### src/rtl/thermostat_chain_force_unit_defines.svh
// ----------------------------------------------------------------------------
// Thermostat chain force unit assertion macros
// Shared concurrent assertion forms that are clocked on clk_i and held off
// during reset.
// ----------------------------------------------------------------------------
`ifndef THERMOSTAT_CHAIN_FORCE_UNIT_DEFINES_SVH
`define THERMOSTAT_CHAIN_FORCE_UNIT_DEFINES_SVH

// The consequent must hold in the same cycle as the antecedent.
`define TCF_ASSERT_SAME(lbl, ante, cons, msg) \
  lbl: assert property (@(posedge clk_i) disable iff (!rst_ni) (ante) |-> (cons)) \
    else $error(msg);

// The consequent must hold in the cycle after the antecedent.
`define TCF_ASSERT_NEXT(lbl, ante, cons, msg) \
  lbl: assert property (@(posedge clk_i) disable iff (!rst_ni) (ante) |=> (cons)) \
    else $error(msg);

`endif

### src/rtl/tcf_pkg.sv
// ----------------------------------------------------------------------------
// Thermostat chain force package
// Widths, register indexes, transaction types and controller types.
// ----------------------------------------------------------------------------
`timescale 1ns / 1ps

package tcf_pkg;

  localparam int unsigned MaxChain = 8;
  localparam int unsigned DataW    = 32;
  localparam int unsigned CountW   = 13;
  localparam int unsigned ForceW   = 64;
  localparam int unsigned IdxW     = 3;
  localparam int unsigned ProdW    = DataW + CountW;
  localparam int unsigned CfgIdxW  = 1;
  localparam int unsigned DivSteps = 2 * DataW;
  localparam int unsigned DivCntW  = $clog2(DivSteps);

  // Configuration register indexes.
  localparam logic [CfgIdxW-1:0] RegTemperature = 1'b0;
  localparam logic [CfgIdxW-1:0] RegCoordCount  = 1'b1;

  // Item kinds.
  localparam logic KindAtom  = 1'b0;
  localparam logic KindChain = 1'b1;

  // Largest value the kinetic accumulator may hold.
  localparam logic [ForceW-1:0] SumMax = {1'b0, {(ForceW-1){1'b1}}};

  typedef struct packed {
    logic                    kind;
    logic signed [DataW-1:0] momentum;
    logic [DataW-1:0]        mass;
    logic                    is_last;
  } in_item_t;

  typedef struct packed {
    logic [IdxW-1:0]          chain_index;
    logic signed [ForceW-1:0] force_res;
    logic                     zero_mass;
    logic                     saturated;
  } out_item_t;

  typedef enum logic [2:0] {
    StIdle,
    StSquare,
    StDivide,
    StAccum,
    StEmit
  } state_e;

  typedef struct packed {
    logic load;
    logic square;
    logic div_step;
    logic accum;
    logic commit;
  } dp_cmd_t;

  typedef struct packed {
    logic emit;
  } dp_status_t;

endpackage

### src/rtl/tcf_ctrl.sv
// ----------------------------------------------------------------------------
// Thermostat chain force controller
// Sequences one transaction through square, divide, accumulate and emit, and
// owns the output valid flag.
// ----------------------------------------------------------------------------
`timescale 1ns / 1ps

module tcf_ctrl (
  input  logic                clk_i,
  input  logic                rst_ni,
  input  logic                in_valid_i,
  output logic                in_ready_o,
  output logic                out_valid_o,
  input  logic                out_ready_i,
  input  tcf_pkg::dp_status_t status_i,
  output tcf_pkg::dp_cmd_t    cmd_o
);

  tcf_pkg::state_e              state_q, state_d;
  logic [tcf_pkg::DivCntW-1:0]  cnt_q, cnt_d;
  logic                         out_valid_q, out_valid_d;

  always_ff @(posedge clk_i or negedge rst_ni) begin
    if (!rst_ni) begin
      state_q     <= tcf_pkg::StIdle;
      cnt_q       <= '0;
      out_valid_q <= 1'b0;
    end else begin
      state_q     <= state_d;
      cnt_q       <= cnt_d;
      out_valid_q <= out_valid_d;
    end
  end

  always_comb begin
    state_d     = state_q;
    cnt_d       = cnt_q;
    out_valid_d = out_valid_q;
    cmd_o       = '0;
    if (out_valid_q && out_ready_i) begin
      out_valid_d = 1'b0;
    end
    case (state_q)
      tcf_pkg::StIdle: begin
        if (in_valid_i) begin
          cmd_o.load = 1'b1;
          state_d    = tcf_pkg::StSquare;
        end
      end
      tcf_pkg::StSquare: begin
        cmd_o.square = 1'b1;
        cnt_d        = '0;
        state_d      = tcf_pkg::StDivide;
      end
      tcf_pkg::StDivide: begin
        cmd_o.div_step = 1'b1;
        cnt_d          = cnt_q + 1'b1;
        if (cnt_q == tcf_pkg::DivCntW'(tcf_pkg::DivSteps - 1)) begin
          state_d = tcf_pkg::StAccum;
        end
      end
      tcf_pkg::StAccum: begin
        cmd_o.accum = 1'b1;
        state_d     = tcf_pkg::StEmit;
      end
      tcf_pkg::StEmit: begin
        // A transaction with a result waits until the output register is free.
        if (!status_i.emit) begin
          cmd_o.commit = 1'b1;
          state_d      = tcf_pkg::StIdle;
        end else if (!out_valid_q || out_ready_i) begin
          cmd_o.commit = 1'b1;
          out_valid_d  = 1'b1;
          state_d      = tcf_pkg::StIdle;
        end
      end
      default: begin
        state_d = tcf_pkg::StIdle;
      end
    endcase
  end

  assign in_ready_o  = (state_q == tcf_pkg::StIdle);
  assign out_valid_o = out_valid_q;

endmodule

### src/rtl/tcf_dp.sv
// ----------------------------------------------------------------------------
// Thermostat chain force datapath
// Squarer, radix-2 restoring divider, saturating kinetic accumulator, chain
// position tracking and the output register.
// ----------------------------------------------------------------------------
`timescale 1ns / 1ps

module tcf_dp #(
  parameter int unsigned MAX_CHAIN = tcf_pkg::MaxChain
) (
  input  logic                        clk_i,
  input  logic                        rst_ni,
  input  tcf_pkg::dp_cmd_t            cmd_i,
  output tcf_pkg::dp_status_t         status_o,
  input  tcf_pkg::in_item_t           in_data_i,
  input  logic [tcf_pkg::DataW-1:0]   temperature_i,
  input  logic [tcf_pkg::ProdW-1:0]   coord_temp_i,
  output tcf_pkg::out_item_t          out_data_o
);

  localparam int unsigned PosW = (MAX_CHAIN > 1) ? $clog2(MAX_CHAIN) : 1;
  localparam int unsigned DW   = tcf_pkg::DataW;
  localparam int unsigned FW   = tcf_pkg::ForceW;

  tcf_pkg::in_item_t   item_q;
  tcf_pkg::out_item_t  out_q;
  logic [DW-1:0]       rem_q;
  logic [FW-1:0]       dq_q;
  logic [FW-1:0]       sum_q;
  logic [1:0]          flags_q;
  logic [PosW-1:0]     pos_q;

  logic [DW-1:0]       mom_u;
  logic [DW-1:0]       mag;
  logic [FW-1:0]       sq;
  logic [DW:0]         shifted;
  logic [DW+1:0]       diff;
  logic                ge;
  logic                zm;
  logic [FW-1:0]       term;
  logic [FW-1:0]       sum_add;
  logic                sat;
  logic [PosW:0]       pos_inc;
  logic [PosW+2:0]     idx_ext;
  logic                drop;
  logic                emit;

  // Magnitude of the momentum; the most negative value maps to 2^31.
  assign mom_u = item_q.momentum;
  assign mag   = mom_u[DW-1] ? (~mom_u + 1'b1) : mom_u;
  assign sq    = mag * mag;

  // One restoring step: the partial remainder takes the next dividend bit.
  assign shifted = {rem_q, dq_q[FW-1]};
  assign diff    = {1'b0, shifted} - {2'b00, item_q.mass};
  assign ge      = !diff[DW+1];

  assign zm   = (item_q.mass == '0);
  assign term = zm ? '0 : dq_q;

  // Both operands stay below 2^63, so bit 63 of the sum flags overflow.
  assign sum_add = sum_q + term;
  assign sat     = sum_add[FW-1];

  assign pos_inc = {1'b0, pos_q} + 1'b1;
  assign idx_ext = (PosW + 3)'(pos_inc);
  assign drop    = (pos_inc >= (PosW + 1)'(MAX_CHAIN));
  assign emit    = (item_q.kind == tcf_pkg::KindAtom) ? item_q.is_last : !drop;

  assign status_o.emit = emit;

  always_ff @(posedge clk_i) begin
    if (cmd_i.load) begin
      item_q <= in_data_i;
    end
    if (cmd_i.square) begin
      dq_q  <= sq;
      rem_q <= '0;
    end else if (cmd_i.div_step) begin
      dq_q  <= {dq_q[FW-2:0], ge};
      rem_q <= ge ? diff[DW-1:0] : shifted[DW-1:0];
    end
    if (cmd_i.commit && emit) begin
      if (item_q.kind == tcf_pkg::KindAtom) begin
        out_q.chain_index <= '0;
        out_q.force_res   <= sum_q - FW'(coord_temp_i);
        out_q.zero_mass   <= flags_q[0];
        out_q.saturated   <= flags_q[1];
      end else begin
        out_q.chain_index <= idx_ext[tcf_pkg::IdxW-1:0];
        out_q.force_res   <= term - FW'(temperature_i);
        out_q.zero_mass   <= zm;
        out_q.saturated   <= 1'b0;
      end
    end
  end

  always_ff @(posedge clk_i or negedge rst_ni) begin
    if (!rst_ni) begin
      sum_q   <= '0;
      flags_q <= '0;
      pos_q   <= '0;
    end else if (cmd_i.accum && (item_q.kind == tcf_pkg::KindAtom)) begin
      sum_q   <= sat ? tcf_pkg::SumMax : sum_add;
      flags_q <= flags_q | {sat, zm};
    end else if (cmd_i.commit) begin
      if (item_q.kind == tcf_pkg::KindAtom) begin
        if (item_q.is_last) begin
          sum_q   <= '0;
          flags_q <= '0;
          pos_q   <= '0;
        end
      end else if (item_q.is_last) begin
        pos_q <= '0;
      end else if (!drop) begin
        pos_q <= pos_inc[PosW-1:0];
      end
    end
  end

  assign out_data_o = out_q;

endmodule

### src/rtl/thermostat_chain_force_unit.sv
// ----------------------------------------------------------------------------
// Thermostat chain force unit: processes one transaction at a time.
// A result is registered in the emit step, after square, divide and accumulate.
// Async reset clears sum, flags, chain position, config and handshakes.
// ----------------------------------------------------------------------------
`timescale 1ns / 1ps
`include "thermostat_chain_force_unit_defines.svh"

// Each input transaction carries a momentum and a mass, tagged as an atom
// coordinate or a thermostat chain element. The kinetic term momentum^2/mass
// is formed by a 32x32 squarer followed by a radix-2 restoring divider that
// retires one quotient bit per cycle into a 64-bit quotient. Atom terms
// are summed into a saturating accumulator; the last atom transaction reports
// chain force 0 as the sum minus coord_count times temperature. Chain
// transactions report force k+1 as the term minus temperature, up to
// MAX_CHAIN-1 forces per chain.
//
// The controller accepts a new input transaction whenever it is idle, even
// while a finished result still sits in the output register. A transaction
// that produces a result waits in its final step only if the output register
// is still occupied by the previous, untaken result.

module thermostat_chain_force_unit #(
  parameter int unsigned MAX_CHAIN = tcf_pkg::MaxChain
) (
  input  logic                          clk_i,
  input  logic                          rst_ni,
  // Input transactions
  input  logic                          in_valid_i,
  output logic                          in_ready_o,
  input  tcf_pkg::in_item_t             in_data_i,
  // Result transactions
  output logic                          out_valid_o,
  input  logic                          out_ready_i,
  output tcf_pkg::out_item_t            out_data_o,
  // Configuration write port
  input  logic                          cfg_we_i,
  input  logic [tcf_pkg::CfgIdxW-1:0]   cfg_idx_i,
  input  logic [tcf_pkg::DataW-1:0]     cfg_data_i
);

  logic [tcf_pkg::DataW-1:0]  temperature_q;
  logic [tcf_pkg::CountW-1:0] coord_count_q;
  logic [tcf_pkg::ProdW-1:0]  coord_temp_q, coord_temp_d;

  tcf_pkg::dp_cmd_t    cmd;
  tcf_pkg::dp_status_t status;

  // Configuration registers. The user must make writes only while the unit is idle; the block does not enforce this.
  always_ff @(posedge clk_i or negedge rst_ni) begin
    if (!rst_ni) begin
      temperature_q <= '0;
      coord_count_q <= '0;
    end else if (cfg_we_i) begin
      case (cfg_idx_i)
        tcf_pkg::RegTemperature: begin
          temperature_q <= cfg_data_i;
        end
        tcf_pkg::RegCoordCount: begin
          coord_count_q <= cfg_data_i[tcf_pkg::CountW-1:0];
        end
        default: begin
        end
      endcase
    end
  end

  // The coord_count * temperature offset is refreshed every cycle. After a
  // configuration write it passes through the configuration register and then
  // coord_temp_q, long before any following transaction reaches the point where it is used.
  assign coord_temp_d = temperature_q * coord_count_q;

  always_ff @(posedge clk_i) begin
    coord_temp_q <= coord_temp_d;
  end

  tcf_ctrl u_ctrl (
    .clk_i       (clk_i),
    .rst_ni      (rst_ni),
    .in_valid_i  (in_valid_i),
    .in_ready_o  (in_ready_o),
    .out_valid_o (out_valid_o),
    .out_ready_i (out_ready_i),
    .status_i    (status),
    .cmd_o       (cmd)
  );

  tcf_dp #(
    .MAX_CHAIN (MAX_CHAIN)
  ) u_dp (
    .clk_i         (clk_i),
    .rst_ni        (rst_ni),
    .cmd_i         (cmd),
    .status_o      (status),
    .in_data_i     (in_data_i),
    .temperature_i (temperature_q),
    .coord_temp_i  (coord_temp_q),
    .out_data_o    (out_data_o)
  );

  // Only the atom sum can saturate; chain forces never report it.
  `TCF_ASSERT_SAME(a_chain_not_saturated, out_valid_o && (out_data_o.chain_index != '0), !out_data_o.saturated, "chain force reported as saturated")
  // An accepted transaction keeps the unit busy in the following cycle.
  `TCF_ASSERT_NEXT(a_busy_after_accept, in_valid_i && in_ready_o, !in_ready_o, "unit ready right after an accept")
  // A result cannot appear in the cycle right after a transaction was accepted.
  `TCF_ASSERT_NEXT(a_no_result_after_accept, in_valid_i && in_ready_o, !$rose(out_valid_o), "result raised right after an accept")

endmodule

### config.mk
export PLATFORM = sky130hd
export DESIGN_NAME = thermostat_chain_force_unit
export DESIGN_NICKNAME = d
export VERILOG_FILES = /design/src/rtl/tcf_pkg.sv /design/src/rtl/tcf_ctrl.sv /design/src/rtl/tcf_dp.sv /design/src/rtl/thermostat_chain_force_unit.sv
export VERILOG_INCLUDE_DIRS = /design/src /design/src/rtl
export SDC_FILE = /design/constraint.sdc
export NUM_CORES = 2
export LEC_CHECK = 0
export BUFFER_PORTS_ARGS = -buffer_cell sky130_fd_sc_hd__buf_2
export CORE_MARGIN = 8
export CORE_UTILIZATION = 40
export CTS_CLUSTER_DIAMETER = 80
export DETAILED_ROUTE_END_ITERATION = 6
export PLACE_DENSITY = 0.56
export RECOVER_POWER = 100
export SLEW_MARGIN = 0
export SYNTH_ARGS = -nofsm -noshare
export SYNTH_HDL_FRONTEND = slang
export SYNTH_SLANG_ARGS = --single-unit
### constraint.sdc
create_clock -name clk_i -period 20.2 [get_ports clk_i]
set_input_delay 3.03 -clock clk_i [delete_from_list [all_inputs] [get_ports clk_i]]
set_output_delay 3.03 -clock clk_i [all_outputs]
set_load 0.01 [all_outputs]
==> metrics.md <==
| Metric | Value |
|---|---|
| Clock Latency Late Sink | `0.68 ns` |
| Status | `finished, violations left` |
| Layout cells sized above 1 | `4.38%` |
| Die W | `approximately 430 um` |
| Synth warnings | `0` |
| Overflow after GRT | `0` |
| Worst path arrival time | `between 10 and 15 ns` |
| Port-buffer cells | `roughly 170` |
| Total global-route track usage | `about 23%` |
| Tmin final | `around 14 ns` |
| Clock sinks | `~400` |
| Fill cells | `~17,000` |
| Initial Utilization | `roughly 40%` |
| Fin Setup TNS | `0 ns` |
| WS Path Type | `reg2reg` |
| Worst-margin pin slew | `5.39 ns` |
| Total CTS buffers | `approximately 50` |
| CP peak stage delay | `1.23 ns` |
| Largest net degree at the start of global routing | `85` |
| Die area | `approximately 0.18 mm^2` |
| #FFs+latches synth | `about 400` |
| Register area share after synthesis | `roughly 16%` |
| Synth unique cells | `99` |
| Vias per inst | `about 5.3` |
| Row count | `150` |
| DR iter-0 viols | `roughly 3,700` |
| Fin crit share | `67.3%` |
| # IOs | `between 150 and 200` |
| Cell Area, Synth | `approximately 0.067 mm^2` |
| Worst Skew | `between 0.05 and 0.06 ns` |
| Reg clk slew, reported paths | `0.06 ns` |
| Post-CTS Setup Inserts | `0` |
| Multi-input logic area | `0.0503 mm^2` |
| Root Driver | `clkbuf_16` |
| Critical Path Most Common Cell | `fa_1` |
| Slew Viols, Final | `893` |
| ANT nets after route | `0` |
| Post-Route WL | `slightly above 200,000 um` |
| Commonest non-fill, non-tap cell in the layout | `inv_1` |
| Drt pass-1 iters | `5` |
| Worst R2R Path Depth | `29` |
| Crit. End Element | `flop` |
| Relative slew slack | `-259%` |
| Post-synth EDFFs | `199` |
| Hpwl dp | `167,000 um` |
| Worst Hold Class | `reg2reg` |
| Hold path cells | `1` |
| Hold Violations, Final | `0` |
| Antenna violations before repair | `5` |
| Synth async-reset ratio | `a little under a third` |
| Most used DFF post-synth | `edfxtp_1` |
| Htree depth | `2` |
| Routed via count | `about 52,000` |
| Cells after Synth | `about 7,500` |
| Hold path endpoint | `u_dp.flags_q[1]` |
| Placer congestion estimate | `approximately 0.9` |
| CTS tree | `built` |
| Commonest non-fill, non-tap cells in the layout | `inv_1, fa_1, nand2_1, ha_1, nor2_1` |
| DRC errors left | `0` |
| F_max | `approximately 74 MHz` |
| Register area | `about 0.011 mm^2` |
| Number of global-route vias before repair | `54,400` |
| CP startpoint kind | `flop` |
| First-pass GRT wire length | `320,000 um` |
| Layout Nets | `slightly above 9,000` |
| Max-cap viol count | `17` |
| RSZ-0062 raised after global routing | `no` |
| Maximum fanout along the worst path | `23` |
| Final setup fails | `0` |
| Core area | `approximately 0.17 mm^2` |
| Worst Hold Launch | `u_dp.flags_q[1]` |
| CTS Hold Bufs | `0` |
| WL/cell | `20.8 um` |
| Layout Cells excl Fill | `9,801` |
| Max Root-Sink Buffers | `3` |
| R2R setup slack | `about 6.6 ns` |
| Resized cells post-CTS | `0` |
| Worst Path Required | `between 20 and 25 ns` |
| Area grow syn2layout | `7.37%` |
| RR Endpoint | `u_dp.dq_q[62]` |
| Mean Syn Cell Area | `8.94 um^2` |
| Worst R2R Start | `u_dp.mom_u[0]` |
| Height of the die | `between 400 and 500 um` |
| Critical path's slowest cell | `clkbuf_1` |
| Failing checks | `max-capacitance violations, max-slew violations` |
| Placed Cells | `slightly below 10,000` |
-- cell usage after synthesis (all sizes together) (21+ instances only) --
library cell | number | share of area (%)
nor2 | 453 | 2.5
o21bai | 50 | 0.56
dfxtp | 77 | 2.3
xor2 | 130 | 1.7
dfrtp | 123 | 4.6
a21oi | 344 | 2.6
nand2 | 956 | 5.3
ha | 548 | 10
buf | 24 | 0.17
inv | 1438 | 8.0
and2 | 237 | 2.2
xnor2 | 200 | 2.6
a211oi | 21 | 0.23
nand2b | 37 | 0.36
mux2i | 32 | 0.48
fa | 1129 | 34
o31ai | 34 | 0.39
nor4 | 24 | 0.25
clkbuf | 276 | 1.5
o21a | 46 | 0.51
or3 | 34 | 0.35
and3 | 41 | 0.38
o21ai | 397 | 3.0
nor3 | 63 | 0.49
nor2b | 36 | 0.33
a31oi | 28 | 0.26
a21o | 160 | 1.8
nand3 | 71 | 0.54
edfxtp | 199 | 8.9
nand4 | 62 | 0.58
-- metrics by stage --
stage	hold WS [ns]	util [%]	setup slack [ns]	area (um^2)
2_1_floorplan	0.442	-	10.20	67300
3_5_place_dp	0.470	42.3	8.38	70600
5_1_grt	0.498	43.2	6.26	72200
4_1_cts	0.485	43.3	8.34	72400
6_report	0.477	43.2	6.60	72200
3_3_place_gp	0.464	42.3	8.51	70600
-- worst max-delay path by stage --
stage	start	endpoint	slack, ns	cells after the start
after global routing	u_dp.mom_u[0]	u_dp.dq_q[62]	6.26	29
after detailed placement	u_dp.mom_u[0]	u_dp.dq_q[62]	8.38	34
after floorplan	u_dp.mom_u[12]	u_dp.dq_q[62]	10.20	33
final	u_dp.mom_u[0]	u_dp.dq_q[62]	6.60	29
after global placement	u_dp.mom_u[0]	u_dp.dq_q[57]	8.51	34
after CTS	u_dp.mom_u[0]	u_dp.dq_q[62]	8.34	34
-- cell families after synthesis --
kind of cell	Yosys count	share of synthesized area, %
simple gates	2067	14.0
buf+inv	1746	9.78
fa+ha+maj	1677	43.8
compound gates	1254	11.6
flops	399	15.8
xor+xnor	330	4.31
mux	50	0.778
other cells	2	0.0112
-- area by class of cell --
class	instances	share of cell area, %
Tap cell	2204	3.82
Sequential cell	399	14.7
Clock buffer	67	1.95
Timing Repair Buffer	255	1.84
Antenna cell	1	0.00347
Clock inverter	25	0.456
Inverter	1446	7.52
Multi-Input combinational cell	5404	69.7
-- registers in the layout (all words and copies together) (netlist names) --
name / flops
u_dp.mom_u: 32
u_ctrl.out_valid_o: 1
temperature_q: 32
u_dp.rem_q: 32
u_ctrl.cnt_q: 6
u_dp.dq_q: 64
u_dp.sum_q: 63
coord_count_q: 13
u_dp.out_data_o: 69
u_dp.flags_q: 2
coord_temp_q: 45
u_dp.item_q: 34
u_dp.pos_q: 3
u_ctrl.state_q: 3
-- worst max-delay path: cells and delay by family (launching register included) --
kind                     cells  cell delay, ns
buffers and inverters        5            3.63
flip-flops                   1            0.76
adder cells (fa/ha/maj)     10            4.49
AO/OA/AOI/OAI                5            2.15
XOR/XNOR                     2            0.40
AND/OR/NAND/NOR              7            1.85
-- layer usage --
layer  GRT usage (%)  wire length [um]  vias to the layer above
li1                -                 -                    23900
met1            29.6             84900                    26400
met2            38.1             98400                     1532
met3            2.72             11500                      351
met4            8.68              9480                        0
met5               0                 0                        -
Power is not shown: default switching activity piles up to over one toggle a cycle in this logic, so the estimate is an artifact.
